$ cat config.mk
export PLATFORM = sky130hd
export DESIGN_NAME = llsf_ctrl
export DESIGN_NICKNAME = d
export VERILOG_FILES = /design/src/llsf_pkg.sv /design/src/llsf_ctrl.sv
export VERILOG_INCLUDE_DIRS = /design/src /design/src/src
export SDC_FILE = /design/constraint.sdc
export NUM_CORES = 1
export LEC_CHECK = 0
export BUFFER_PORTS_ARGS = -buffer_cell sky130_fd_sc_hd__buf_2
export CORE_UTILIZATION = 55
export DETAILED_ROUTE_END_ITERATION = 8
export GPL_TIMING_DRIVEN = 1
export PLACE_DENSITY = 0.81
export SETUP_SLACK_MARGIN = 0.1
export SLEW_MARGIN = 15
export SYNTH_ARGS = -nofsm -noshare
export SYNTH_HDL_FRONTEND = slang
export SYNTH_SLANG_ARGS = --single-unit
$ cat constraint.sdc
create_clock -name clk -period 4.75 [get_ports clk]
set_clock_uncertainty 0.1 [all_clocks]
set_input_delay 0.475 -clock clk [delete_from_list [all_inputs] [get_ports clk]]
set_output_delay 0.475 -clock clk [all_outputs]
set_load 0.02 [all_outputs]
$ cat src/linear_least_squares_fit_macros.svh
// ----------------------------------------------------------------------------
// Assertion macros for the least-squares fit block
// Shorthand for clocked implications with an asynchronous active-low reset.
// ----------------------------------------------------------------------------
`ifndef LINEAR_LEAST_SQUARES_FIT_MACROS_SVH
`define LINEAR_LEAST_SQUARES_FIT_MACROS_SVH

// Consequent must hold in the same cycle as the antecedent.
`define LLSF_ASSERT_SAME(label, clk, rst_n, ante, cons, msg) \
	label: assert property (@(posedge clk) disable iff (!rst_n) (ante) |-> (cons)) \
		else $error(msg);

// Consequent must hold in the cycle after the antecedent.
`define LLSF_ASSERT_NEXT(label, clk, rst_n, ante, cons, msg) \
	label: assert property (@(posedge clk) disable iff (!rst_n) (ante) |=> (cons)) \
		else $error(msg);

`endif

$ cat src/llsf_pkg.sv
// ----------------------------------------------------------------------------
// llsf_pkg
// Types, codes and constants shared by the least-squares fit modules.
// ----------------------------------------------------------------------------
package llsf_pkg;

	localparam int WIDE_W      = 128;
	localparam int SX_W        = 20;
	localparam int SXX_W       = 36;
	localparam int SY_W        = 46;
	localparam int SXY_W       = 62;
	localparam int SYY_W       = 85;
	localparam int A_W         = 41;
	localparam int B_W         = 67;
	localparam int RATIO_NUM_W = 41;
	localparam int RATIO_SHIFT = WIDE_W - RATIO_NUM_W;

	localparam logic [7:0] MUL_STEPS   = 8'd64;
	localparam logic [7:0] SQRT_STEPS  = 8'd64;
	localparam logic [7:0] DIV_STEPS   = 8'd128;
	localparam logic [7:0] RATIO_STEPS = 8'(RATIO_NUM_W);

	localparam logic [47:0] SAT_MAX  = 48'h7FFF_FFFF_FFFF;
	localparam logic [31:0] CORR_ONE = 32'h4000_0000;

	localparam logic [1:0] STATUS_OK    = 2'd0;
	localparam logic [1:0] STATUS_PIXEL = 2'd1;
	localparam logic [1:0] STATUS_VAR   = 2'd2;

	typedef struct packed {
		logic [15:0] distance;
		logic [11:0] top_row;
		logic [11:0] bottom_row;
	} item_t;

	typedef struct packed {
		logic signed [47:0] slope;
		logic signed [47:0] intercept;
		logic signed [31:0] correlation;
		logic        [1:0]  status;
	} result_t;

	typedef enum logic [1:0] {
		IT_MUL,
		IT_DIV,
		IT_SQRT
	} iter_op_t;

	typedef struct packed {
		logic              start;
		iter_op_t          op;
		logic [WIDE_W-1:0] a;
		logic [WIDE_W-1:0] b;
		logic [7:0]        count;
	} iter_cmd_t;

	typedef enum logic [4:0] {
		OP_NONE,
		OP_LOAD,
		OP_DIV_RATIO,
		OP_STORE,
		OP_CLR,
		OP_ACC,
		OP_ACC_YY,
		OP_CALC_A,
		OP_CALC_B,
		OP_MUL_SY,
		OP_CALC_C,
		OP_DIV_SLOPE,
		OP_SET_SLOPE,
		OP_MUL_SYA,
		OP_SET_T1,
		OP_MUL_BSX,
		OP_SET_NUM,
		OP_DIV_ICPT,
		OP_SET_ICPT,
		OP_MUL_CA,
		OP_SET_CA,
		OP_SQRT,
		OP_SET_R,
		OP_DIV_CORR,
		OP_SET_CORR,
		OP_CORR_ONE,
		OP_CORR_ZERO,
		OP_FINISH
	} dp_op_t;

	typedef struct packed {
		logic iter_busy;
		logic d_zero;
		logic last_point;
		logic last_index;
		logic skip_fit;
		logic c_zero;
		logic r_zero;
	} dp_status_t;

	typedef enum logic [4:0] {
		S_IDLE,
		S_RATIO,
		S_RATIO_W,
		S_SUM_CLR,
		S_ACC,
		S_ACC_W,
		S_CALC_A,
		S_CALC_B,
		S_SYY,
		S_SYY_W,
		S_SLOPE,
		S_SLOPE_W,
		S_MUL_SYA,
		S_MUL_SYA_W,
		S_MUL_BSX,
		S_MUL_BSX_W,
		S_ICPT,
		S_ICPT_W,
		S_CORR,
		S_CORR_W,
		S_SQRT,
		S_SQRT_W,
		S_DIVC,
		S_DIVC_W,
		S_DONE
	} ctrl_state_t;

endpackage

$ cat src/llsf_ctrl.sv
`include "linear_least_squares_fit_macros.svh"
// ----------------------------------------------------------------------------
// llsf_ctrl
// Sequencer that steps the datapath through ratio, sums and fit.
// ----------------------------------------------------------------------------
module llsf_ctrl (
	input  logic                 clk,
	input  logic                 arst_n,
	input  logic                 start,
	input  llsf_pkg::dp_status_t status,
	output logic                 busy,
	output llsf_pkg::dp_op_t     op
);
	import llsf_pkg::*;

	ctrl_state_t state_q;
	ctrl_state_t state_d;

	always_ff @(posedge clk or negedge arst_n) begin
		if (!arst_n) begin
			state_q <= S_IDLE;
		end else begin
			state_q <= state_d;
		end
	end

	always_comb begin
		state_d = state_q;
		op      = OP_NONE;
		case (state_q)
			S_IDLE: begin
				if (start) begin
					op      = OP_LOAD;
					state_d = S_RATIO;
				end
			end
			S_RATIO: begin
				if (status.d_zero) begin
					op      = OP_STORE;
					state_d = status.last_point ? S_SUM_CLR : S_IDLE;
				end else begin
					op      = OP_DIV_RATIO;
					state_d = S_RATIO_W;
				end
			end
			S_RATIO_W: begin
				if (!status.iter_busy) begin
					op      = OP_STORE;
					state_d = status.last_point ? S_SUM_CLR : S_IDLE;
				end
			end
			S_SUM_CLR: begin
				op      = OP_CLR;
				state_d = S_ACC;
			end
			S_ACC: begin
				op      = OP_ACC;
				state_d = S_ACC_W;
			end
			S_ACC_W: begin
				if (!status.iter_busy) begin
					op      = OP_ACC_YY;
					state_d = status.last_index ? S_CALC_A : S_ACC;
				end
			end
			S_CALC_A: begin
				op      = OP_CALC_A;
				state_d = S_CALC_B;
			end
			S_CALC_B: begin
				op      = OP_CALC_B;
				state_d = S_SYY;
			end
			S_SYY: begin
				op      = OP_MUL_SY;
				state_d = S_SYY_W;
			end
			S_SYY_W: begin
				if (!status.iter_busy) begin
					op      = OP_CALC_C;
					state_d = S_SLOPE;
				end
			end
			S_SLOPE: begin
				if (status.skip_fit) begin
					state_d = S_DONE;
				end else begin
					op      = OP_DIV_SLOPE;
					state_d = S_SLOPE_W;
				end
			end
			S_SLOPE_W: begin
				if (!status.iter_busy) begin
					op      = OP_SET_SLOPE;
					state_d = S_MUL_SYA;
				end
			end
			S_MUL_SYA: begin
				op      = OP_MUL_SYA;
				state_d = S_MUL_SYA_W;
			end
			S_MUL_SYA_W: begin
				if (!status.iter_busy) begin
					op      = OP_SET_T1;
					state_d = S_MUL_BSX;
				end
			end
			S_MUL_BSX: begin
				op      = OP_MUL_BSX;
				state_d = S_MUL_BSX_W;
			end
			S_MUL_BSX_W: begin
				if (!status.iter_busy) begin
					op      = OP_SET_NUM;
					state_d = S_ICPT;
				end
			end
			S_ICPT: begin
				op      = OP_DIV_ICPT;
				state_d = S_ICPT_W;
			end
			S_ICPT_W: begin
				if (!status.iter_busy) begin
					op      = OP_SET_ICPT;
					state_d = S_CORR;
				end
			end
			S_CORR: begin
				if (status.c_zero) begin
					op      = OP_CORR_ONE;
					state_d = S_DONE;
				end else begin
					op      = OP_MUL_CA;
					state_d = S_CORR_W;
				end
			end
			S_CORR_W: begin
				if (!status.iter_busy) begin
					op      = OP_SET_CA;
					state_d = S_SQRT;
				end
			end
			S_SQRT: begin
				op      = OP_SQRT;
				state_d = S_SQRT_W;
			end
			S_SQRT_W: begin
				if (!status.iter_busy) begin
					op      = OP_SET_R;
					state_d = S_DIVC;
				end
			end
			S_DIVC: begin
				if (status.r_zero) begin
					op      = OP_CORR_ZERO;
					state_d = S_DONE;
				end else begin
					op      = OP_DIV_CORR;
					state_d = S_DIVC_W;
				end
			end
			S_DIVC_W: begin
				if (!status.iter_busy) begin
					op      = OP_SET_CORR;
					state_d = S_DONE;
				end
			end
			S_DONE: begin
				op      = OP_FINISH;
				state_d = S_IDLE;
			end
			default: begin
				state_d = S_IDLE;
			end
		endcase
	end

	assign busy = (state_q != S_IDLE);

	`LLSF_ASSERT_NEXT(a_start_taken, clk, arst_n, state_q == S_IDLE && start, state_q == S_RATIO, "start while idle did not begin a transfer")
	`LLSF_ASSERT_NEXT(a_done_returns, clk, arst_n, state_q == S_DONE, state_q == S_IDLE, "result cycle did not return to idle")
	`LLSF_ASSERT_SAME(a_iter_quiet, clk, arst_n, state_q == S_IDLE || state_q == S_DONE, !status.iter_busy, "serial unit still running outside the fit")

endmodule

# Word-level counts from Yosys, hierarchy flattened
# Index checks and enable logic that the tools add are counted.
# classes
eq_ne	35
muxes	34
n_reduce_logical	3
# ops
operator	count
case mux 5 bit (25 select lines)	1
case mux 5 bit (24 select lines)	1
two-way mux 5 bit	17
equality test 5 bit (second input constant)	9
equality test 5 x 4 -> 1 bit (second input constant)	8
two-way mux 4 bit	8
!= test 2 bit (second input constant)	11
equality test 5 x 3 -> 1 bit (second input constant)	4
AND reduction 11 bit	1
equality test 5 x 2 -> 1 bit (second input constant)	2
two-way mux 2 bit	4
equality test 5 x 1 -> 1 bit (second input constant)	1
logical NOT 5 bit	1
nonzero test 5 bit	1
two-way mux 3 bit	1
two-way mux 1 bit	2
# word_totals
register_bits	5
input_bits	10
elab_cells	73

# Depth between registers and ports, before layout
# logic_depth
depth_word	3
depth_mapped	7
depth_no_buf	5

# Least setup slack after synthesis
# Ideal clock, no wire load.
# synth_timing
kind	register to output
startpoint	reg state_q[2]
endpoint	out op[4]
t_arrival_ns	1.578
required_time_ns	4.175
slack_ns	2.597
stages_incl_launch_ff	5
cell_sequence	dfrtp_1 > buf_4 > buf_2 > nand3_1 > o41ai_1
# synth_via
elab_chain_len	2
elab_cells_between_ends	26
# synth_rtl
element	line	text
from (decl)	llsf_ctrl.sv:16	ctrl_state_t state_q;
from (signal assigned)	llsf_ctrl.sv:23	state_q <= state_d;
equality test 5 bit (tied with other cells)	llsf_ctrl.sv:30	case (state_q)
case mux 5 bit (25 select lines) *	llsf_ctrl.sv:30	
to (decl)	llsf_ctrl.sv:12	output llsf_pkg::dp_op_t op
# Every way passes the cells marked *; elsewhere a longest branch is shown, timed or not.

# Worst setup path after layout
# layout_timing
startpoint	reg state_q[2]
endpoint	out op[1]
# Same word-level chain as after synthesis.

==> results.ini <==
[cts]
cts.repair.resized=0
insertion_delay_ns=0.26
clkSlewWorstSetupHoldPaths_ns=0.05
htreeDepth=1
cts_hold_buf=1
cts_root_buf=clkbuf_4
cts_inserted_buffers=3
cts_sinks=5
clockBufferDepth=2
cts_tree=yes
post_cts_buffers=0

[cells_and_area]
drive_gt1_share_pct=22.76
largestRegisters=state_q: 5 flops
largest_register_ffs=5
regMostFlops=state_q
syn_to_final_growth_pct=10.37
antenna_cells=0
nets=134

[die]
start_util_pct=63.08
io_pins=16
die_y_um=38.89
fp.dieW_um=38.89
core_area_sq_um=1186
num_rows=12
die_area_sq_um=1512

[detailed_routing]
drtPass1Iterations=4
vias=941
drt_iter0_markers=60
routed_wirelength_um=2157
ant_nets=0
drc=0
via_per_inst=6.869
routedWlPerCell_um=15.74

[sta]
timing.fmax_mhz=363.1
setup_viol=0
period_share_pct=57.98
slew_violations=0
rsz0062_at_grt=no
fin_setup_tns_ns=0
relSlewSlack_pct=50.07
min_period_ns=2.754
finalHoldViolations=0
tightest_slew_ns=0.7490

[worst_setup_path]
cp_cell_sequence=nor4b_1 > o21ai_0 > nand2_1 > or3_1 > buf_2
cp_max_fo=23
crit_arrival_ns=2.18
reg2reg_slack_ns=2.55
slowest_stage=dfrtp_1
cpPeakStageDelay_ns=0.82
endpoint=op[1]
critPathLaunchType=register
cp_data_required_time_ns=4.18
reg2reg_depth=5
critical_path_class=register to output port
startpoint=state_q[2]
r2r_end=state_q[1]
critPathCaptureType=output port
r2r_start=state_q[2]

[power_and_ir_drop]
clkPwrFrac_pct=8.1
seqPwrFrac_pct=26.8
p_int_mw=0.2811
p_leak_nw=0.3705
p_per_area_nw_per_um2=808.2
swShare_pct=57.88
vdd_drop_max_v=0.0005752
switching_power_mw=0.3863
pwr-share-comb_pct=65.1
power.total_mw=0.6674

[synthesis]
synthArstFlopShare_pct=100.0
yosys_register_bits=5
syn_nets=123
synth_edf_count=0
yosys_warnings=0
seq_area_frac_synth_pct=16.72
synthFlopType=dfrtp_1
yosysUniqueCellTypes=44
synthesis.area_sq_um=748.2
netlist_instances=113
postSynthAreaPerCell_sq_um=6.621

[place]
dp_hpwl_um=1422
port_buffers=15
globalplace.congestion=0.8971

[min_path]
hold_path.class=input port to async pin

[run_status]
status=complete, no violations

[global_route]
grt_pass1_wl_um=3553
gr-total-overflow=0
grt_usage_pct=34.57
grt_max_degree=24
antenna_found_initial=0
grt_pass1_vias=798

[run]
maxCapViolations=0

==> synthesized netlist by cell type, drive strengths merged (2+ instances only) <==
master | count | area (sq um)
a21oi | 13 | 68.82
o21ai | 13 | 68.82
nand2 | 12 | 47.55
nor2 | 11 | 41.29
buf | 10 | 51.30
nand3 | 8 | 40.04
dfrtp | 5 | 125.1
inv | 5 | 18.76
nand2b | 3 | 18.77
a31oi | 2 | 12.51
a41o | 2 | 20.02
mux2 | 2 | 22.52
nand3b | 2 | 15.01
nor3 | 2 | 15.01
nor4b | 2 | 17.52
o41ai | 2 | 17.52
==> cell type report <==
type                            count  area [sq um]
Clock buffer                        4         26.28
Fill cell                         107         360.3
Inverter                            5         18.77
Multi-Input combinational cell     93         553.0
Sequential cell                     5         125.1
Tap cell                           14         17.52
Timing Repair Buffer               16         85.08
==> cells by family after synthesis <==
group	share of synthesized area (%)
flip-flops	16.72
AO/OA/AOI/OAI	38.30
multiplexers	3.010
AND/OR/NAND/NOR	32.61
buffers and inverters	9.364
==> worst max-delay path, delay by kind of cell, from the launching register on <==
family                 cells  cell delay (ns)
flip-flops                 1             0.82
AND/OR/NAND/NOR            3             0.61
AO/OA/AOI/OAI              1             0.33
buffers and inverters      1             0.16
==> worst min-delay path by stage <==
stage	endpoint	slack, ns
2_1_floorplan	state_q[0]	0.08
3_3_place_gp	state_q[4]	0.19
3_5_place_dp	state_q[3]	0.19
4_1_cts	state_q[0]	0.47
5_1_grt	state_q[0]	0.48
6_report	state_q[0]	0.47
==> cell usage in the layout (no fill, tap or decap), types with 2 or more instances in the layout <==
master / instances
buf_2: 15
a21oi_1: 12
nor2_1: 11
nand2_1: 11
o21ai_0: 10
nand3_1: 8
dfrtp_1: 5
inv_2: 4
nand2b_1: 3
clkbuf_4: 3
o41ai_1: 2
o21ai_1: 2
nand3b_1: 2
a31oi_1: 2
nor4b_1: 2
a41o_1: 2
==> stage by stage <==
step	utilization, %	hold slack (ns)	worst slack [ns]	std cells	area (sq um)
after floorplan	-	0.07941	2.597	113	748.2
after global placement	66.56	0.1885	2.352	132	789.5
after detailed placement	66.56	0.1912	2.316	132	789.5
after CTS	69.62	0.4684	2.045	137	825.8
after global routing	69.62	0.4799	1.873	137	825.8
final	69.62	0.4688	1.996	137	825.8
==> power groups by stage <==
stage / registers, mW / clock network (mW) / logic, mW
after global routing: 0.189 / 0.0580 / 0.477
final: 0.179 / 0.0538 / 0.434
after CTS: 0.174 / 0.0543 / 0.430
after detailed placement: 0.176 / 0 / 0.428
after floorplan: 0.0830 / 0 / 0.427
after global placement: 0.173 / 0 / 0.424
==> routing by layer <==
layer | up-vias | part of all wire [%] | GRT usage [%]
met4 | 0 | 3.5 | 19.83
li1 | 441 | - | -
met2 | 61 | 45 | 51.25
met3 | 10 | 10 | 8.092
met1 | 429 | 41 | 44.95
met5 | - | 0 | 0
(Power assumes the default switching activity.)
